[config.mk]
export PLATFORM = sky130hd
export DESIGN_NAME = pidis_cfg
export DESIGN_NICKNAME = d
export VERILOG_FILES = /design/src/pidis_pkg.sv /design/src/pidis_cfg.sv
export SDC_FILE = /design/constraint.sdc
export NUM_CORES = 1
export LEC_CHECK = 0
export BUFFER_PORTS_ARGS = -buffer_cell sky130_fd_sc_hd__buf_4
export CAP_MARGIN = 20
export CORE_ASPECT_RATIO = 1.2
export CORE_MARGIN = 1
export CORE_UTILIZATION = 51
export DETAILED_ROUTE_END_ITERATION = 6
export PLACE_DENSITY = 0.8
export SKIP_LAST_GASP = 1
export SYNTH_ARGS = -nofsm -noshare
export SYNTH_HDL_FRONTEND = slang
export SYNTH_SLANG_ARGS = --single-unit
[constraint.sdc]
create_clock -name clk -period 0.87 [get_ports clk]
set_input_delay 0.1305 -clock clk [delete_from_list [all_inputs] [get_ports clk]]
set_output_delay 0.1305 -clock clk [all_outputs]
set_load 0.01 [all_outputs]
[src/pidis_pkg.sv]
// Shared types and constants for the PID controller with integral shaping.
// Holds the word structs, register indexes, controller states and the
// command/status structs that join controller and datapath.
package pidis_pkg;

    typedef struct packed {
        logic signed [31:0] target_value;
        logic signed [31:0] measured_value;
    } item_t;

    typedef struct packed {
        logic signed [31:0] control_output;
        logic signed [31:0] integral_value;
    } result_t;

    localparam int CFG_IDX_W = 3;

    typedef enum logic [CFG_IDX_W-1:0] {
        REG_PROP_GAIN        = 3'd0,
        REG_INTEG_GAIN       = 3'd1,
        REG_DERIV_GAIN       = 3'd2,
        REG_FEEDFORWARD_GAIN = 3'd3,
        REG_INTEGRAL_LIMIT   = 3'd4,
        REG_OUTPUT_LIMIT     = 3'd5,
        REG_DEAD_BAND        = 3'd6,
        REG_SEP_THRESHOLD    = 3'd7
    } cfg_reg_e;

    typedef struct packed {
        logic signed [31:0] prop_gain;
        logic signed [31:0] integ_gain;
        logic signed [31:0] deriv_gain_per_period;
        logic signed [31:0] feedforward_gain;
        logic [30:0]        integral_limit;
        logic [30:0]        output_limit;
        logic [30:0]        dead_band;
        logic [30:0]        separation_threshold;
    } cfg_t;

    localparam logic [16:0] ONE_Q16 = 17'h1_0000;

    localparam int PROD_W = 65;
    localparam int ACC_W  = 51;

    typedef enum logic [3:0] {
        ST_IDLE,
        ST_FRONT,
        ST_ZONE,
        ST_PREP,
        ST_RECIP,
        ST_QEST,
        ST_QFIX,
        ST_MUL_RP,
        ST_MUL_IE,
        ST_MUL_P,
        ST_MUL_I,
        ST_MUL_D,
        ST_MUL_F,
        ST_ACC_F,
        ST_DONE
    } state_e;

    typedef enum logic [2:0] {
        MS_RATIO,
        MS_INTEG_STEP,
        MS_PROP,
        MS_INTEG,
        MS_DERIV,
        MS_FEED,
        MS_RECIP,
        MS_QEST
    } mul_sel_e;

    typedef enum logic [1:0] {
        ACC_HOLD,
        ACC_LOAD,
        ACC_ADD
    } acc_op_e;

    typedef struct packed {
        logic     load_in;
        logic     front;
        logic     zone;
        logic     prep;
        logic     q_load;
        logic     q_fix;
        mul_sel_e mul_sel;
        logic     integ_upd;
        acc_op_e  acc_op;
        logic     load_out;
    } dp_cmd_t;

    typedef struct packed {
        logic need_div;
        logic out_blocked;
    } dp_stat_t;

endpackage

[src/pidis_cfg.sv]
// Configuration register file for the PID controller.
// Depends on pidis_pkg for cfg_t and the register index codes.
module pidis_cfg
    import pidis_pkg::*;
(
    input  logic                 clk,
    input  logic                 rst_n,
    input  logic                 cfg_valid,
    output logic                 cfg_ready,
    input  logic [CFG_IDX_W-1:0] cfg_index,
    input  logic [31:0]          cfg_data,
    output cfg_t                 cfg
);

    cfg_t cfg_reg;
    cfg_t cfg_next;

    assign cfg_ready = 1'b1;
    assign cfg = cfg_reg;

    always_comb
    begin
        cfg_next = cfg_reg;
        if (cfg_valid && cfg_ready)
        begin
            unique case (cfg_reg_e'(cfg_index))
                REG_PROP_GAIN:        cfg_next.prop_gain             = cfg_data;
                REG_INTEG_GAIN:       cfg_next.integ_gain            = cfg_data;
                REG_DERIV_GAIN:       cfg_next.deriv_gain_per_period = cfg_data;
                REG_FEEDFORWARD_GAIN: cfg_next.feedforward_gain      = cfg_data;
                REG_INTEGRAL_LIMIT:   cfg_next.integral_limit        = cfg_data[30:0];
                REG_OUTPUT_LIMIT:     cfg_next.output_limit          = cfg_data[30:0];
                REG_DEAD_BAND:        cfg_next.dead_band             = cfg_data[30:0];
                REG_SEP_THRESHOLD:    cfg_next.separation_threshold  = cfg_data[30:0];
                default:              cfg_next = cfg_reg;
            endcase
        end
    end

    always_ff @(posedge clk or negedge rst_n)
    begin
        if (!rst_n)
        begin
            cfg_reg <= '0;
        end
        else
        begin
            cfg_reg <= cfg_next;
        end
    end

endmodule

==> run metrics <==
CP bufs+invs 1; first-pass GRT wire length 48,300 um; clock root buffer clkbuf_16; Layout area overhead 77.7%; gr usage total 0.342; Die Footprint 19,100 um^2; max reg flops 252; vias in the first global route just under 8,000; Worst Reg2Reg Path Length in Cells 3; Max VDD drop 0.00249 V; DIE WIDTH 126 um; Static Leak between 8 and 9 nW; hpwl dp 17,100 um; Crit. End Element output pin; hold crit path type primary input to asynchronous set/reset pin; Power Dens Cells 2650 nW/um^2; final setup margin -383 ps; Crit-path slowest cell dfrtp_1; status finished with violations; synth warn 0; total gr overflow 0; Synth Instances 542; GP Congestion between 0.7 and 0.8; DR pass1 iterations 4; Clock Skew 0 ps; GRT Max-Usage Layer met2; worst reg2reg setup slack -160 ps; # diodes 0; fin cells 1,307; global routing usage on met3 0.0791; syn nets 580; Starting Density 0.521; Multi-input gate area 3580 um^2; Cell Chain, Critical Path buf_6; CTS H-tree lvls 1; pre-CTS setup slack -549 ps; DRC Markers 0; I/O Buffers between 200 and 300; violated checks negative setup slack; worst-path fanout max 2; clock buffer depth 3; cell family with most CP delay flip-flops; Reg clk slew, reported paths around 70 ps; die height about 150 um; ranking of synthesized cells by area dfrtp_1 (67%), mux2_2 (22%), mux2_1 (7.6%); r2r startpoint cfg[104]; vias 7,345; minimum clock period between 1000 and 1500 ps; critical path startpoint category register; CTS Sinks 252; synth unique cells 13; FF+latch area 6310 um^2; max incr delay on CP 450 ps; Routed WL 38,500 um; Final setup viols 434; cell accounting for the most synthesized area dfrtp_1; num rows 54; nets 1,104; maximum clock frequency 798 MHz; Crit Path Category register to output pin; num ports about 290; post-synthesis sequential area ratio 0.666; top-area cell type share of the netlist area 0.666; Num CTS Buffers 25; final hold viol count 0; Core ar. 18,200 um^2; largest net degree at the start of global routing 57; worst-skew pair later-pin latency 510 ps; #FFs+latches synth 252; worst path required time 740 ps; RSZ-0062 raised after global routing yes; First DRT Iteration DRCs 392; count of final max-slew check failures 0; routed len/inst 29.5 um; vias per cell roughly 5.6; CTS tree yes; hold slack roughly 58 ps; Avg Inst Size Synth 17.5 um^2; cell area after synthesis ~9500 um^2; initial antenna violation count 0; share of post-route cells with drive strength above 1 0.727; Post-Route Setup TNS -89,810 ps; met1 Usage GRT 0.398; Final period util 1.44; met2 GRT Util 0.606; Placed Instances 1,054; Pwr Total 0.0447 W; ANT nets after route 0; worst r2r dst cfg[104]; WP data arrival between 1000 and 1500 ps; Max-cap violations 0; Fill cells between 500 and 600
[cells in the mapped netlist]
library cell  instances
and4bb_2              1
buf_2                16
buf_4                 4
buf_6                 3
buf_8                 6
conb_1                1
dfrtp_1             252
mux2_1               64
mux2_2              188
nand4_1               1
nand4b_1              3
nor4b_4               1
nor4bb_1              2
[where the power goes]
group | switching, W | internal, W | total [W]
registers | 0.00267 | 0.0143 | 0.0170
clock network | 0.00477 | 0.00681 | 0.0116
logic | 0.00554 | 0.0105 | 0.0161
total | 0.0130 | 0.0317 | 0.0447
[cell families (layout without fill, tap and decap cells)]
| family | after synthesis | in the layout | synth area share |
|---|---|---|---|
| buffers and inverters | 29 | 570 | 0.0247 |
| flip-flops | 252 | 252 | 0.666 |
| multiplexers | 252 | 252 | 0.300 |
| other | 1 | 1 | 0.000396 |
| AND/OR/NAND/NOR | 8 | 8 | 0.00938 |
[final cells by class]
cell class	count	share of cell area
tap	224	0.0167
clock buffer	35	0.0418
clock inverter	9	0.00862
sequential	252	0.375
multi-input combinational	261	0.212
timing repair buffer	526	0.346
[metrics by stage]
| stage | util | area [um^2] |
|---|---|---|
| 3_5_place_dp | 0.696 | 12600 |
| 4_1_cts | 0.867 | 15800 |
| 3_3_place_gp | 0.696 | 12600 |
| 6_report | 0.926 | 16800 |
| 5_1_grt | 0.926 | 16800 |
| 2_1_floorplan | - | 10100 |
[layout by cell type, fill, tap and decap left out]
cell             n
buf_6          376
dfrtp_1        252
mux2_4         164
mux2_2          88
buf_4           88
dlygate4sd3_1   33
clkbuf_16       27
buf_12          20
clkbuf_1         6
clkinv_2         5
bufinv_16        4
clkbuf_8         4
buf_8            4
nand4b_1         3
buf_16           3
nor4bb_4         2
nor4b_4          1
and4bb_2         1
nand4_1          1
conb_1           1
[routing by layer]
| layer | wire length, um | share of wire |
|---|---|---|
| met1 | 13700 | 0.35 |
| met2 | 20000 | 0.52 |
| met3 | 2670 | 0.069 |
| met4 | 2210 | 0.057 |
| met5 | 0 | 0 |
[worst max-delay path by stage]
stage                     slack, ps        to          from  depth (start not counted)
after floorplan                -410  cfg[225]  cfg_index[1]                          4
after global placement         -520  cfg[239]  cfg_index[2]                          4
after detailed placement       -550  cfg[245]  cfg_index[2]                          4
after CTS                      -350  cfg[244]      cfg[244]                          1
after global routing           -380  cfg[218]      cfg[218]                          1
final                          -380  cfg[218]      cfg[218]                          1
[what timing repair did]
action	CTS	global route
endpoints found under the setup margin	304	427
endpoints found under the hold margin	504	0
resized for setup	261	161
hold buffers	33	0
gates cloned	5	2
buffers inserted	109	100
pin swaps	2	3
No activity file was read; power rests on OpenSTA's default activity.
