## src/pidis_pkg.sv

```systemverilog
// Shared types and constants for the PID controller with integral shaping.
// Holds the word structs, register indexes, controller states and the
// command/status structs that join controller and datapath.
package pidis_pkg;

    typedef struct packed {
        logic signed [31:0] target_value;
        logic signed [31:0] measured_value;
    } item_t;

    typedef struct packed {
        logic signed [31:0] control_output;
        logic signed [31:0] integral_value;
    } result_t;

    localparam int CFG_IDX_W = 3;

    typedef enum logic [CFG_IDX_W-1:0] {
        REG_PROP_GAIN        = 3'd0,
        REG_INTEG_GAIN       = 3'd1,
        REG_DERIV_GAIN       = 3'd2,
        REG_FEEDFORWARD_GAIN = 3'd3,
        REG_INTEGRAL_LIMIT   = 3'd4,
        REG_OUTPUT_LIMIT     = 3'd5,
        REG_DEAD_BAND        = 3'd6,
        REG_SEP_THRESHOLD    = 3'd7
    } cfg_reg_e;

    typedef struct packed {
        logic signed [31:0] prop_gain;
        logic signed [31:0] integ_gain;
        logic signed [31:0] deriv_gain_per_period;
        logic signed [31:0] feedforward_gain;
        logic [30:0]        integral_limit;
        logic [30:0]        output_limit;
        logic [30:0]        dead_band;
        logic [30:0]        separation_threshold;
    } cfg_t;

    localparam logic [16:0] ONE_Q16 = 17'h1_0000;

    localparam int PROD_W = 65;
    localparam int ACC_W  = 51;

    typedef enum logic [3:0] {
        ST_IDLE,
        ST_FRONT,
        ST_ZONE,
        ST_PREP,
        ST_RECIP,
        ST_QEST,
        ST_QFIX,
        ST_MUL_RP,
        ST_MUL_IE,
        ST_MUL_P,
        ST_MUL_I,
        ST_MUL_D,
        ST_MUL_F,
        ST_ACC_F,
        ST_DONE
    } state_e;

    typedef enum logic [2:0] {
        MS_RATIO,
        MS_INTEG_STEP,
        MS_PROP,
        MS_INTEG,
        MS_DERIV,
        MS_FEED,
        MS_RECIP,
        MS_QEST
    } mul_sel_e;

    typedef enum logic [1:0] {
        ACC_HOLD,
        ACC_LOAD,
        ACC_ADD
    } acc_op_e;

    typedef struct packed {
        logic     load_in;
        logic     front;
        logic     zone;
        logic     prep;
        logic     q_load;
        logic     q_fix;
        mul_sel_e mul_sel;
        logic     integ_upd;
        acc_op_e  acc_op;
        logic     load_out;
    } dp_cmd_t;

    typedef struct packed {
        logic need_div;
        logic out_blocked;
    } dp_stat_t;

endpackage

```

## src/pidis_ctrl.sv

```systemverilog
// Sequencer for the PID controller: steps one word through front end,
// ratio reciprocal divide, shared multiplier and output register. Uses pidis_pkg.
module pidis_ctrl
    import pidis_pkg::*;
(
    input  logic     clk,
    input  logic     rst_n,
    input  logic     item_valid,
    output logic     item_stall,
    input  dp_stat_t stat,
    output dp_cmd_t  cmd
);

    state_e state_reg;
    state_e state_next;

    assign item_stall = (state_reg != ST_IDLE);

    always_comb
    begin
        state_next = state_reg;
        unique case (state_reg)
            ST_IDLE:   if (item_valid) state_next = ST_FRONT;
            ST_FRONT:  state_next = ST_ZONE;
            ST_ZONE:   state_next = ST_PREP;
            ST_PREP:   state_next = stat.need_div ? ST_RECIP : ST_MUL_RP;
            ST_RECIP:  state_next = ST_QEST;
            ST_QEST:   state_next = ST_QFIX;
            ST_QFIX:   state_next = ST_MUL_RP;
            ST_MUL_RP: state_next = ST_MUL_IE;
            ST_MUL_IE: state_next = ST_MUL_P;
            ST_MUL_P:  state_next = ST_MUL_I;
            ST_MUL_I:  state_next = ST_MUL_D;
            ST_MUL_D:  state_next = ST_MUL_F;
            ST_MUL_F:  state_next = ST_ACC_F;
            ST_ACC_F:  state_next = ST_DONE;
            ST_DONE:   if (!stat.out_blocked) state_next = ST_IDLE;
            default:   state_next = ST_IDLE;
        endcase
    end

    always_comb
    begin
        cmd           = '0;
        cmd.mul_sel   = MS_PROP;
        cmd.acc_op    = ACC_HOLD;
        unique case (state_reg)
            ST_IDLE:   cmd.load_in = item_valid;
            ST_FRONT:  cmd.front = 1'b1;
            ST_ZONE:   cmd.zone = 1'b1;
            ST_PREP:   cmd.prep = 1'b1;
            ST_RECIP:  cmd.mul_sel = MS_RECIP;
            ST_QEST:
            begin
                cmd.mul_sel = MS_QEST;
                cmd.q_load  = 1'b1;
            end
            ST_QFIX:   cmd.q_fix = 1'b1;
            ST_MUL_RP: cmd.mul_sel = MS_RATIO;
            ST_MUL_IE: cmd.mul_sel = MS_INTEG_STEP;
            ST_MUL_P:
            begin
                cmd.mul_sel   = MS_PROP;
                cmd.integ_upd = 1'b1;
            end
            ST_MUL_I:
            begin
                cmd.mul_sel = MS_INTEG;
                cmd.acc_op  = ACC_LOAD;
            end
            ST_MUL_D:
            begin
                cmd.mul_sel = MS_DERIV;
                cmd.acc_op  = ACC_ADD;
            end
            ST_MUL_F:
            begin
                cmd.mul_sel = MS_FEED;
                cmd.acc_op  = ACC_ADD;
            end
            ST_ACC_F:  cmd.acc_op = ACC_ADD;
            ST_DONE:   cmd.load_out = !stat.out_blocked;
            default:   cmd = '0;
        endcase
    end

    always_ff @(posedge clk or negedge rst_n)
    begin
        if (!rst_n)
        begin
            state_reg <= ST_IDLE;
        end
        else
        begin
            state_reg <= state_next;
        end
    end

endmodule

```

## config.mk

```make
export PLATFORM = sky130hd
export DESIGN_NAME = pidis_ctrl
export DESIGN_NICKNAME = d
export VERILOG_FILES = /design/src/pidis_pkg.sv /design/src/pidis_ctrl.sv
export SDC_FILE = /design/constraint.sdc
export NUM_CORES = 1
export LEC_CHECK = 0
export BUFFER_PORTS_ARGS = -buffer_cell sky130_fd_sc_hd__buf_2
export CAP_MARGIN = 20
export CORE_AREA = 2 2 39 41
export DETAILED_ROUTE_END_ITERATION = 16
export DIE_AREA = 0 0 41 43
export GPL_ROUTABILITY_DRIVEN = 0
export HOLD_SLACK_MARGIN = 0.1
export SYNTH_ARGS = -nofsm -noshare
export SYNTH_HDL_FRONTEND = slang
export SYNTH_SLANG_ARGS = --single-unit
```

## constraint.sdc

```tcl
create_clock -name clk -period 2.2 [get_ports clk]
set_clock_uncertainty 0.15 [all_clocks]
set_input_delay 0 -clock clk [delete_from_list [all_inputs] [get_ports clk]]
set_output_delay 0 -clock clk [all_outputs]
set_load 0.03 [all_outputs]
```

==> metrics.txt <==
outcome completed; Syn Nets 55; worst r2r src state_reg[3]$_DFFE_PN0P_; GRT Total Usage 11.3%; Clock Pin Slew Worst Setup and Hold Paths 0.04 ns; share of the synthesized area in the top cell type 28.6%; worst hold path class input pin to primary output; worst hold path stage count 3; Post-Synthesis Cells 50; DRT antenna net count 0; Port Buffers 18; crit path DAT 1.88 ns; post-route minimum period around 1.9 ns; setup_tns 0 ns; Max VDD drop 0.766 mV; # setup viols final 0; count leader, synth nand2_1; DR iter-0 viols 6; largest net degree at the start of global routing 18; max-slew violation count 0; routed via count around 420; WHS Endpoint cmd[12]; number of hold violations in the final report 0; final cycle utilization of the critical path roughly 86%; Largest register FFs 4; I/O Pins 19; post-route design area roughly 500 um^2; Inst Count DP between 70 and 80; CTS tree yes; Max Fanout on Critical Path 15; Sinks on Clock Net 4; Synthesis Warnings 0; Seq cells post-synth 4; GRT overflow 0; WL/cell 9.70 um; Synth area leader dfrtp_1; Placement Rows 14; Final HPWL DP ~610 um; CTS root buffer clkbuf_4; clock buffer count from CTS 3; reg-to-reg critical path endpoint state_reg[0]$_DFFE_PN0P_; Die Y-Extent 43 um; Post-Route WL 844 um; initial antenna violation count 0; synthesized area roughly 350 um^2; sequential share of the synthesized area 28.6%; diode count 0; H-tree depth 1; RSZ-0062 raised after global routing no; Die ar. roughly 0.0018 mm^2; die width 41 um; global-route wire length before repair between 1 and 1.5 mm; internal reg-to-reg setup slack 0.30 ns; actual slew at the worst max-slew pin roughly 0.5 ns; Avg Inst Size Synth around 7.0 um^2; crit path kind flip-flop to flip-flop; Vias/cell around 4.8; final non-filler cell total 87; EDFF count, synth 0; Placeable Area 0.00138 mm^2; Power Dens Cells 1740 mW/mm^2; CP startpoint state_reg[3]$_DFFE_PN0P_; Async SR Flop Fraction 100%; fillers roughly 150; layout cells sized above 1 29.6%; Crit. End Element flip-flop; # DRC 0; P&R area growth vs syn 45.0%; most frequent cells after synthesis nand2_1 (9), nor2_1 (8), buf_2 (5); top post-synthesis cells by area dfrtp_1 (29%), nand2_1 (9.6%), nor2_1 (8.6%), buf_2 (7.1%), mux2i_1 (5.7%); top_reg_cell synth dfrtp_1; P_leak around 0.26 nW; insertion delay to the later sink of the worst-skew pair 0.23 ns; Worst slew margin between 60% and 70%; cell count of the worst reg-to-reg path 4; number of global-route vias before repair 348; Hold Crit Start item_valid; Clock Path Buffers 2; drt pass-1 iters 2; CTS resizes 0; number of post-CTS setup repair buffers 0; Synth cell types 21; startpoint type of the worst setup path flip-flop; FMAX approximately 530 MHz; Post-DP Area roughly 440 um^2; nets 78; total of max-cap violations 0; CP required 2.18 ns; Initial Util 25.3%
[cells by family (layout without fill, tap and decap cells)]
kind of cell    Yosys count  count (layout)  share of synthesized area [%]
mux                       2               2                           5.71
flops                     4               4                           28.6
compound gates           10              10                           20.4
simple gates             28              28                           37.1
buf+inv                   6              27                           8.21
[power breakdown]
group	total, W	internal [W]	switching [W]
combinational	0.000567	0.000213	0.000354
clock	0.0000876	0.0000608	0.0000268
sequential	0.000231	0.000112	0.000119
total	0.000886	0.000386	0.000500
[through the flow]
stage / util (%) / hold WS [ns] / power (W) / setup slack, ns
floorplan: - / -0.446 / 0.000674 / 0.662
global placement: 31.5 / -0.342 / 0.000783 / 0.813
detailed placement: 31.5 / -0.341 / 0.000785 / 0.803
global route: 36.7 / 0.264 / 0.000979 / 0.126
CTS: 36.7 / 0.253 / 0.000898 / 0.303
finish: 36.7 / 0.252 / 0.000886 / 0.300
[how the worst max path moves through the flow]
stage,endpoint,slack (ns),depth (start not counted)
3_5_place_dp,cmd[0],0.80,4
4_1_cts,state_reg[0]$_DFFE_PN0P_,0.30,4
3_3_place_gp,cmd[0],0.81,4
2_1_floorplan,cmd[4],0.66,4
5_1_grt,state_reg[0]$_DFFE_PN0P_,0.13,4
6_report,state_reg[0]$_DFFE_PN0P_,0.30,4
[final cells by class]
type	instances	area [um^2]	share of cell area, %
well taps	16	20.0	3.94
multi-input cells	40	221	43.6
clock buffers	3	22.5	4.43
inverters	1	3.75	0.739
flip-flops and latches	4	100	19.7
repair buffers	23	140	27.6
[metal layers]
metal  vias up  track usage (%)  wire [um]
met5         -                0          0
met4         0                0          0
met3         0             6.28         39
met2         8             15.6        413
met1       190             16.3        392
li1        219                -          -
[cell usage in the layout (no fill, tap or decap)]
| cell type | Yosys | layout |
|---|---|---|
| clkbuf_4 | 0 | 3 |
| a32oi_1 | 1 | 1 |
| inv_1 | 1 | 1 |
| dfrtp_1 | 4 | 4 |
| nor2_1 | 8 | 8 |
| mux2i_1 | 2 | 2 |
| nor2b_1 | 1 | 1 |
| buf_2 | 5 | 18 |
| o21ai_1 | 1 | 1 |
| o22a_1 | 1 | 1 |
| a21oi_1 | 2 | 2 |
| and2_1 | 2 | 2 |
| nand2_1 | 9 | 9 |
| o41ai_1 | 1 | 1 |
| a31o_1 | 1 | 1 |
| and3_1 | 1 | 1 |
| nand3b_1 | 1 | 1 |
| nand2b_1 | 3 | 3 |
| o211ai_1 | 1 | 1 |
| nor3_1 | 3 | 3 |
| o21ai_0 | 1 | 1 |
| a311oi_1 | 1 | 1 |
| dlygate4sd3_1 | 0 | 5 |
[worst max-delay path, cell delays in order, from the launching register on]
cell	delay [ns]
dfrtp_1	0.52
o21ai_1	0.23
o41ai_1	0.09
dlygate4sd3_1	0.57
a311oi_1	0.24
[timing repair]
item	4_1_cts	5_1_grt
hold endpoints to repair	8	0
endpoints found under the setup margin	0	0
hold buffers	5	0
(Power assumes the default switching activity.)
