`src/pidis_pkg.sv`:
```
// Shared types and constants for the PID controller with integral shaping.
// Holds the word structs, register indexes, controller states and the
// command/status structs that join controller and datapath.
package pidis_pkg;

    typedef struct packed {
        logic signed [31:0] target_value;
        logic signed [31:0] measured_value;
    } item_t;

    typedef struct packed {
        logic signed [31:0] control_output;
        logic signed [31:0] integral_value;
    } result_t;

    localparam int CFG_IDX_W = 3;

    typedef enum logic [CFG_IDX_W-1:0] {
        REG_PROP_GAIN        = 3'd0,
        REG_INTEG_GAIN       = 3'd1,
        REG_DERIV_GAIN       = 3'd2,
        REG_FEEDFORWARD_GAIN = 3'd3,
        REG_INTEGRAL_LIMIT   = 3'd4,
        REG_OUTPUT_LIMIT     = 3'd5,
        REG_DEAD_BAND        = 3'd6,
        REG_SEP_THRESHOLD    = 3'd7
    } cfg_reg_e;

    typedef struct packed {
        logic signed [31:0] prop_gain;
        logic signed [31:0] integ_gain;
        logic signed [31:0] deriv_gain_per_period;
        logic signed [31:0] feedforward_gain;
        logic [30:0]        integral_limit;
        logic [30:0]        output_limit;
        logic [30:0]        dead_band;
        logic [30:0]        separation_threshold;
    } cfg_t;

    localparam logic [16:0] ONE_Q16 = 17'h1_0000;

    localparam int PROD_W = 65;
    localparam int ACC_W  = 51;

    typedef enum logic [3:0] {
        ST_IDLE,
        ST_FRONT,
        ST_ZONE,
        ST_PREP,
        ST_RECIP,
        ST_QEST,
        ST_QFIX,
        ST_MUL_RP,
        ST_MUL_IE,
        ST_MUL_P,
        ST_MUL_I,
        ST_MUL_D,
        ST_MUL_F,
        ST_ACC_F,
        ST_DONE
    } state_e;

    typedef enum logic [2:0] {
        MS_RATIO,
        MS_INTEG_STEP,
        MS_PROP,
        MS_INTEG,
        MS_DERIV,
        MS_FEED,
        MS_RECIP,
        MS_QEST
    } mul_sel_e;

    typedef enum logic [1:0] {
        ACC_HOLD,
        ACC_LOAD,
        ACC_ADD
    } acc_op_e;

    typedef struct packed {
        logic     load_in;
        logic     front;
        logic     zone;
        logic     prep;
        logic     q_load;
        logic     q_fix;
        mul_sel_e mul_sel;
        logic     integ_upd;
        acc_op_e  acc_op;
        logic     load_out;
    } dp_cmd_t;

    typedef struct packed {
        logic need_div;
        logic out_blocked;
    } dp_stat_t;

endpackage

```
`src/pidis_dp.sv`:
```
// Datapath of the PID controller: front end, dead zone, ratio reciprocal divide,
// shared 32x33 multiplier, term accumulator, loop state and result register.
// Uses pidis_pkg; driven by pidis_ctrl.
module pidis_dp
    import pidis_pkg::*;
#(
    parameter int PERIOD_Q16           = 66,
    parameter int VAR_SPEED_INNER      = 0,
    parameter int VAR_SPEED_OUTER      = 0,
    parameter int DERIV_ON_MEASUREMENT = 0
)
(
    input  logic     clk,
    input  logic     rst_n,
    input  cfg_t     cfg,
    input  dp_cmd_t  cmd,
    output dp_stat_t stat,
    input  item_t    item,
    output logic     result_valid,
    input  logic     result_stall,
    output result_t  result
);

    localparam logic signed [32:0] PERIOD_OP = 33'(PERIOD_Q16);
    localparam logic [32:0] INNER = 33'(VAR_SPEED_INNER);
    localparam logic [32:0] OUTER = 33'(VAR_SPEED_OUTER);
    // ratio = floor(N * 2^16 / D) with N < D: estimate by N * floor(2^(s+16) / D) >> s,
    // s = clog2(D), which is at most one low, then one compare fixes it
    localparam bit DIV_USED = (VAR_SPEED_OUTER > VAR_SPEED_INNER);
    localparam longint DIV_DEN_L = DIV_USED
                                 ? longint'(VAR_SPEED_OUTER - VAR_SPEED_INNER) : 64'sd1;
    localparam int DIV_SHIFT = $clog2(DIV_DEN_L);
    localparam longint RECIP_L = (64'sd1 <<< (DIV_SHIFT + 16)) / DIV_DEN_L;
    localparam logic signed [32:0] RECIP_OP = 33'(RECIP_L);
    localparam logic signed [32:0] DEN_OP = 33'(DIV_DEN_L);
    localparam logic [47:0] DEN_CMP = 48'(DIV_DEN_L);
    localparam bit SPEED_FIXED = (VAR_SPEED_INNER == 0) && (VAR_SPEED_OUTER == 0);
    localparam bit D_ON_MEAS = (DERIV_ON_MEASUREMENT != 0);
    localparam logic signed [ACC_W-1:0] ACC_MAX32 = ACC_W'(2147483647);
    localparam logic signed [ACC_W-1:0] ACC_MIN32 = ~ACC_MAX32;

    function automatic logic signed [31:0] sat34(input logic signed [33:0] v);
        logic signed [31:0] r;
        if (!v[33] && (v[32:31] != 2'b00))
            r = 32'h7FFF_FFFF;
        else if (v[33] && (v[32:31] != 2'b11))
            r = 32'h8000_0000;
        else
            r = v[31:0];
        return r;
    endfunction

    // word in flight
    logic signed [31:0]       tgt_reg, tgt_next;
    logic signed [31:0]       meas_reg, meas_next;
    logic signed [32:0]       raw_reg, raw_next;
    logic [32:0]              mag_reg, mag_next;
    logic signed [31:0]       err_reg, err_next;
    logic signed [31:0]       eff_tgt_reg, eff_tgt_next;
    logic signed [31:0]       integ_reg, integ_next;
    logic                     sep_reg, sep_next;
    logic signed [32:0]       d_opnd_reg, d_opnd_next;
    logic signed [32:0]       f_opnd_reg, f_opnd_next;
    logic [16:0]              ratio_reg, ratio_next;
    logic [31:0]              num_reg, num_next;
    logic signed [PROD_W-1:0] prod_reg, prod_next;
    logic signed [ACC_W-1:0]  acc_reg, acc_next;
    result_t                  result_reg, result_next;
    logic                     result_valid_reg, result_valid_next;

    // loop state
    logic signed [31:0] integ_acc_reg, integ_acc_next;
    logic signed [31:0] last_err_reg, last_err_next;
    logic signed [31:0] last_meas_reg, last_meas_next;
    logic signed [31:0] last_tgt_reg, last_tgt_next;

    logic                     ratio_one;
    logic signed [31:0]       mul_a;
    logic signed [32:0]       mul_b;
    logic signed [48:0]       term;
    logic signed [32:0]       integ_incr;
    logic signed [32:0]       ilim;
    logic signed [32:0]       acc_old;
    logic signed [33:0]       err_wide;
    logic [15:0]              q_est;
    logic [47:0]              q_rem;
    logic signed [ACC_W-1:0]  olim;
    logic signed [ACC_W-1:0]  out_hi;
    logic signed [ACC_W-1:0]  out_lo;
    logic signed [31:0]       out_val;

    assign ratio_one = SPEED_FIXED || (mag_reg <= INNER);
    assign stat.need_div = !ratio_one && (mag_reg < OUTER);
    assign stat.out_blocked = result_valid_reg && result_stall;

    assign result_valid = result_valid_reg;
    assign result = result_reg;

    // floor of the product over 2^16
    assign term = prod_reg[PROD_W-1:16];
    assign integ_incr = prod_reg[48:16];

    assign ilim = $signed({2'b00, cfg.integral_limit});
    assign acc_old = {integ_acc_reg[31], integ_acc_reg};
    assign err_wide = raw_reg[32]
                    ? ({raw_reg[32], raw_reg} + {3'b000, cfg.dead_band})
                    : ({raw_reg[32], raw_reg} - {3'b000, cfg.dead_band});
    assign q_est = 16'(prod_reg >> DIV_SHIFT);
    assign q_rem = {num_reg, 16'h0000} - prod_reg[47:0];

    assign olim = $signed({{(ACC_W-31){1'b0}}, cfg.output_limit});
    assign out_hi = (cfg.output_limit != '0) ? olim : ACC_MAX32;
    assign out_lo = (cfg.output_limit != '0) ? -olim : ACC_MIN32;

    always_comb
    begin
        if (acc_reg > out_hi)
            out_val = out_hi[31:0];
        else if (acc_reg < out_lo)
            out_val = out_lo[31:0];
        else
            out_val = acc_reg[31:0];
    end

    always_comb
    begin
        unique case (cmd.mul_sel)
            MS_RATIO:
            begin
                mul_a = $signed({15'b0, ratio_reg});
                mul_b = PERIOD_OP;
            end
            MS_INTEG_STEP:
            begin
                mul_a = $signed({15'b0, prod_reg[32:16]});
                mul_b = {err_reg[31], err_reg};
            end
            MS_PROP:
            begin
                mul_a = cfg.prop_gain;
                mul_b = {err_reg[31], err_reg};
            end
            MS_INTEG:
            begin
                mul_a = cfg.integ_gain;
                mul_b = {integ_reg[31], integ_reg};
            end
            MS_DERIV:
            begin
                mul_a = cfg.deriv_gain_per_period;
                mul_b = d_opnd_reg;
            end
            MS_FEED:
            begin
                mul_a = cfg.feedforward_gain;
                mul_b = f_opnd_reg;
            end
            MS_RECIP:
            begin
                mul_a = $signed(num_reg);
                mul_b = RECIP_OP;
            end
            MS_QEST:
            begin
                mul_a = $signed({16'b0, q_est});
                mul_b = DEN_OP;
            end
            default:
            begin
                mul_a = '0;
                mul_b = '0;
            end
        endcase
    end

    assign prod_next = PROD_W'(mul_a) * PROD_W'(mul_b);

    always_comb
    begin
        tgt_next          = tgt_reg;
        meas_next         = meas_reg;
        raw_next          = raw_reg;
        mag_next          = mag_reg;
        err_next          = err_reg;
        eff_tgt_next      = eff_tgt_reg;
        integ_next        = integ_reg;
        sep_next          = sep_reg;
        d_opnd_next       = d_opnd_reg;
        f_opnd_next       = f_opnd_reg;
        ratio_next        = ratio_reg;
        num_next          = num_reg;
        acc_next          = acc_reg;
        result_next       = result_reg;
        integ_acc_next    = integ_acc_reg;
        last_err_next     = last_err_reg;
        last_meas_next    = last_meas_reg;
        last_tgt_next     = last_tgt_reg;
        result_valid_next = result_valid_reg && result_stall;

        if (cmd.load_in)
        begin
            tgt_next  = item.target_value;
            meas_next = item.measured_value;
        end

        if (cmd.front)
        begin
            raw_next = {tgt_reg[31], tgt_reg} - {meas_reg[31], meas_reg};
            // both differences in parallel, the sign picks the magnitude
            if (raw_next[32])
                mag_next = {meas_reg[31], meas_reg} - {tgt_reg[31], tgt_reg};
            else
                mag_next = raw_next;
            if ((cfg.integral_limit != '0) && (acc_old > ilim))
                integ_next = ilim[31:0];
            else if ((cfg.integral_limit != '0) && (acc_old < -ilim))
                integ_next = 32'(-ilim);
            else
                integ_next = integ_acc_reg;
        end

        if (cmd.zone)
        begin
            if (mag_reg <= {2'b00, cfg.dead_band})
            begin
                err_next     = '0;
                eff_tgt_next = meas_reg;
                mag_next     = '0;
            end
            else
            begin
                err_next     = sat34(err_wide);
                eff_tgt_next = tgt_reg;
            end
        end

        if (cmd.prep)
        begin
            if (D_ON_MEAS)
                d_opnd_next = {last_meas_reg[31], last_meas_reg} - {meas_reg[31], meas_reg};
            else
                d_opnd_next = {err_reg[31], err_reg} - {last_err_reg[31], last_err_reg};
            f_opnd_next = {eff_tgt_reg[31], eff_tgt_reg} - {last_tgt_reg[31], last_tgt_reg};
            sep_next = (cfg.separation_threshold != '0)
                    && (mag_reg >= {2'b00, cfg.separation_threshold});
            ratio_next = ratio_one ? ONE_Q16 : '0;
            num_next = 32'(OUTER - mag_reg);
        end

        if (cmd.q_load)
            ratio_next = {1'b0, q_est};

        // estimate one low when the remainder still holds a whole divisor
        if (cmd.q_fix)
        begin
            if (q_rem >= DEN_CMP)
                ratio_next = ratio_reg + 17'd1;
        end

        if (cmd.integ_upd)
        begin
            if (sep_reg)
                integ_next = '0;
            else
                integ_next = sat34({{2{integ_reg[31]}}, integ_reg}
                                   + {integ_incr[32], integ_incr});
        end

        unique case (cmd.acc_op)
            ACC_HOLD: acc_next = acc_reg;
            ACC_LOAD: acc_next = ACC_W'(term);
            ACC_ADD:  acc_next = acc_reg + ACC_W'(term);
            default:  acc_next = acc_reg;
        endcase

        if (cmd.load_out)
        begin
            result_next.control_output = out_val;
            result_next.integral_value = integ_reg;
            result_valid_next          = 1'b1;
            integ_acc_next             = integ_reg;
            last_err_next              = err_reg;
            last_meas_next             = meas_reg;
            last_tgt_next              = eff_tgt_reg;
        end
    end

    always_ff @(posedge clk)
    begin
        tgt_reg     <= tgt_next;
        meas_reg    <= meas_next;
        raw_reg     <= raw_next;
        mag_reg     <= mag_next;
        err_reg     <= err_next;
        eff_tgt_reg <= eff_tgt_next;
        integ_reg   <= integ_next;
        sep_reg     <= sep_next;
        d_opnd_reg  <= d_opnd_next;
        f_opnd_reg  <= f_opnd_next;
        ratio_reg   <= ratio_next;
        num_reg     <= num_next;
        prod_reg    <= prod_next;
        acc_reg     <= acc_next;
        result_reg  <= result_next;
    end

    always_ff @(posedge clk or negedge rst_n)
    begin
        if (!rst_n)
        begin
            result_valid_reg <= 1'b0;
            integ_acc_reg    <= '0;
            last_err_reg     <= '0;
            last_meas_reg    <= '0;
            last_tgt_reg     <= '0;
        end
        else
        begin
            result_valid_reg <= result_valid_next;
            integ_acc_reg    <= integ_acc_next;
            last_err_reg     <= last_err_next;
            last_meas_reg    <= last_meas_next;
            last_tgt_reg     <= last_tgt_next;
        end
    end

    a_load_free: assert property (@(posedge clk) disable iff (!rst_n)
        cmd.load_out |-> !(result_valid_reg && result_stall))
        else $error("result register overwritten while its word is held");

    a_sep_clears: assert property (@(posedge clk) disable iff (!rst_n)
        (cmd.integ_upd && sep_reg) |=> (integ_reg == '0))
        else $error("integral not cleared under separation");

    a_ratio_max: assert property (@(posedge clk) disable iff (!rst_n)
        (cmd.mul_sel == MS_RATIO) |-> (ratio_reg <= ONE_Q16))
        else $error("speed ratio above one");

    a_out_clamp: assert property (@(posedge clk) disable iff (!rst_n)
        (cmd.load_out && (cfg.output_limit != '0)) |=>
        (($signed({result_reg.control_output[31], result_reg.control_output})
            <= $signed({2'b00, $past(cfg.output_limit)}))
        && ($signed({result_reg.control_output[31], result_reg.control_output})
            >= -$signed({2'b00, $past(cfg.output_limit)}))))
        else $error("control output beyond output limit");

endmodule

```
`config.mk`:
```
export PLATFORM = sky130hd
export DESIGN_NAME = pidis_dp
export DESIGN_NICKNAME = d
export VERILOG_FILES = /design/src/pidis_pkg.sv /design/src/pidis_dp.sv
export SDC_FILE = /design/constraint.sdc
export NUM_CORES = 2
export LEC_CHECK = 0
export ABC_CLOCK_PERIOD_IN_PS = 15600
export BUFFER_PORTS_ARGS = -buffer_cell sky130_fd_sc_hd__buf_2
export CAP_MARGIN = 5
export CORE_ASPECT_RATIO = 1.5
export CORE_MARGIN = 3
export CORE_UTILIZATION = 55
export CTS_CLUSTER_DIAMETER = 100
export DETAILED_ROUTE_END_ITERATION = 6
export HOLD_SLACK_MARGIN = 0.06
export PLACE_DENSITY_LB_ADDON = 0.08
export SETUP_SLACK_MARGIN = 0.15
export SYNTH_ARGS = -nofsm -noshare
export SYNTH_HDL_FRONTEND = slang
export SYNTH_SLANG_ARGS = --single-unit
```
`constraint.sdc`:
```
create_clock -name clk -period 15.6 [get_ports clk]
set_input_delay 3.12 -clock clk [delete_from_list [all_inputs] [get_ports clk]]
set_output_delay 3.12 -clock clk [all_outputs]
set_load 0.02 [all_outputs]
```
==> impl_metrics.tcl <==
set metrics [dict create \
    max_stage_delay_ps 890 \
    end_kind "register" \
    maxCapViolCount 0 \
    drt_iter0_markers 6359 \
    final_nets 11442 \
    drc 1 \
    status "complete, but fails checks" \
    fmax_mhz 71.2 \
    drive_gt1_share_pct 8.99 \
    synth_top_area_share_pct 27.0 \
    post_cts_buffers 0 \
    cp_slowest_cell "a221o_1" \
    fp.dieArea_um2 155000 \
    cts_hold_buf 0 \
    crit_fanout 29 \
    num_io_pins 399 \
    initial_core_util_pct 55.6 \
    min_path_type "reg2reg" \
    worstPathArrival_ps 14660 \
    wl_per_cell_um 28.4 \
    cts_buffers 70 \
    finalSetupViolCount 0 \
    ys_ff_latch 619 \
    critPathLaunchType "input pin" \
    crit_family "compound AO/OA/AOI/OAI gates" \
    min_period_ps 14050 \
    antenna_found_initial 40 \
    area_growth_syn_to_layout_pct 8.45 \
    nFillCells 13081 \
    slew_viol_final 0 \
    core.rowCount 173 \
    vias 70404 \
    crit_type "in2reg" \
    worst_slew_pin_slew_ps 1370 \
    synthAdderAreaFrac_pct 37.2 \
    avgViaCountPerCell 6.21 \
    postSynthCellCount 9088 \
    overflow 0 \
    synth_edf_count 407 \
    clock-root-buffer "clkbuf_16" \
    die_h_um 481 \
    clkSinkCount 619 \
    postPlaceCellArea_um2 87400 \
    grt_pass1_wl_mm 465 \
    wirelength_mm 322 \
    core_um2 149000 \
    place.port_buffers 397 \
    drtAntennaViolNets 0 \
    tns_ps 0 \
    cts_tree "built" \
    place_inst 11174 \
    synth_top_family_by_area "adder cells" \
    dp_hpwl_mm 261 \
    synth_ff_type "edfxtp_1" \
    muxShareOfSynthArea_pct 2.37 \
    critPathBufInv 3 \
    critPathRequiredTime_ps 16210 \
    violations "DRC" \
    drt_pass1_iterations 7 \
    first_global_vias 72238 \
    design_area_um2 89900 \
    crit_path_frequent_cell "fa_1" \
    die_x_um 323 \
    cts_max_level 3 \
    fin_cells 11330 \
    fin_worst_skew_ps 54.4 \
    synthXorXnorAreaFrac_pct 4.18 \
    clk_latency_ps 700 \
    hold_violations 0 \
    seq_area_frac_synth_pct 20.5 \
    grt_max_degree 126 \
    ys_warn_count 0 \
    rsz0062_at_grt "false" \
    largest_reg_flops 65 \
    synth-simple-area-share_pct 13.7 \
    min_period_over_period_pct 90.1 \
    synth_compound_area_share_pct 13.8 \
    netlist_top_cells_area "fa_1, edfxtp_1, ha_1" \
    clk_pin_slew_ps 60 \
    place_congestion 1.03 \
    syn_area_um2 82800 \
    ctsResizeCount 0 \
    avgSynthCellArea_um2 9.12 \
    yosys.area.top_type "fa_1" \
    track_usage_pct 41.5 \
    async_flop_share_pct 15.7 \
    slew_headroom_pct 8.04 \
    cts_buffer_depth 3 \
    synth_cell_types 97 \
]
[layer usage]
layer	global-route usage [%]	part of all wire [%]	up-vias
li1	-	-	30563
met5	0	0.053	-
met2	65.5	45	3703
met4	35.7	11	28
met1	46.8	34	34825
met3	10.7	9.6	1285
[placed cells by master, fill, tap and decap left out, types with 33 or more instances in the layout]
master,count
a21o_1,266
clkbuf_16,75
xor2_1,119
nand2_1,872
dfrtp_1,97
ha_1,669
buf_2,391
nand2b_1,79
edfxtp_1,407
nand3_1,119
xnor2_1,276
nor2b_1,105
dfxtp_1,115
nor4_1,72
o21a_1,88
or2_2,33
o22a_1,41
o21bai_1,51
and2_1,55
and3_1,45
a21oi_1,374
mux2_2,52
a22oi_1,39
o21ai_0,401
or3_1,41
nor3_1,106
nand4_1,78
o211ai_1,41
nor2_1,858
inv_1,1423
o22ai_1,45
fa_1,1119
mux2i_1,120
a211oi_1,52
buf_4,163
a31oi_1,50
[synth_stat cells, drive strengths merged (52+ instances only)]
| cell | number |
|---|---|
| a21o | 266 |
| o21ai | 405 |
| a21oi | 379 |
| and2 | 56 |
| fa | 1119 |
| nand2 | 872 |
| mux2 | 52 |
| dfrtp | 97 |
| nor3 | 106 |
| nand4 | 78 |
| o21a | 90 |
| nor2 | 859 |
| nor4 | 73 |
| xnor2 | 276 |
| nand3 | 120 |
| mux2i | 120 |
| ha | 670 |
| inv | 1425 |
| a31oi | 53 |
| clkbuf | 353 |
| xor2 | 119 |
| o22ai | 57 |
| nand2b | 80 |
| a211oi | 58 |
| dfxtp | 115 |
| nor2b | 106 |
| o21bai | 52 |
| edfxtp | 407 |
[tightest hold or removal path: cells and delay by family, from the launching register on]
| kind | cells | cell delay [ps] |
|---|---|---|
| and+or+nand+nor | 1 | 50 |
| AOI/OAI and AO/OA | 1 | 60 |
| DFF | 1 | 350 |
[logic make-up after synthesis]
logic type	after synthesis
XOR/XNOR	395
multiplexers	180
flip-flops	619
buffers and inverters	1830
AND/OR/NAND/NOR	2532
other	1
adder cells (fa/ha/maj)	1789
AO/OA/AOI/OAI	1742
[path summary, 6_finish.rpt]
path                                  from           endpoint  slack (ps)  depth (start not counted)
setup / recovery                    cmd[5]       prod_reg[62]        1550                         30
hold / removal             eff_tgt_reg[12]   last_tgt_reg[12]         500                          2
setup reg to reg              prod_reg[30]       prod_reg[62]        4830                         28
hold reg to reg            eff_tgt_reg[12]   last_tgt_reg[12]         500                          2
max in group asynchronous            rst_n   last_tgt_reg[30]       11830                          2
min in group asynchronous            rst_n  integ_acc_reg[18]        2520                          1
[area by class of cell]
type / instances / area (µm²) / area share (%)
inverters: 1426 / 5350 / 5.96
clock inverters: 32 / 369 / 0.411
clock buffers: 97 / 2050 / 2.28
diodes: 27 / 67.6 / 0.0752
well taps: 1925 / 2410 / 2.68
repair buffers: 557 / 3230 / 3.59
flip-flops and latches: 619 / 17000 / 18.9
multi-input cells: 6647 / 59400 / 66.1
[per-stage QoR]
stage / setup slack [ps] / util [%] / hold WS [ps]
final: 1550 / 60.3 / 496
after global routing: 1330 / 60.3 / 534
after CTS: 1960 / 60.3 / 502
after detailed placement: 1260 / 58.7 / 483
after global placement: 1420 / 58.7 / 472
after floorplan: 2900 / - / 454
Power is left out: the tool's default activity adds up to more than one toggle a clock period on the data nets, which glitch-free logic cannot reach.
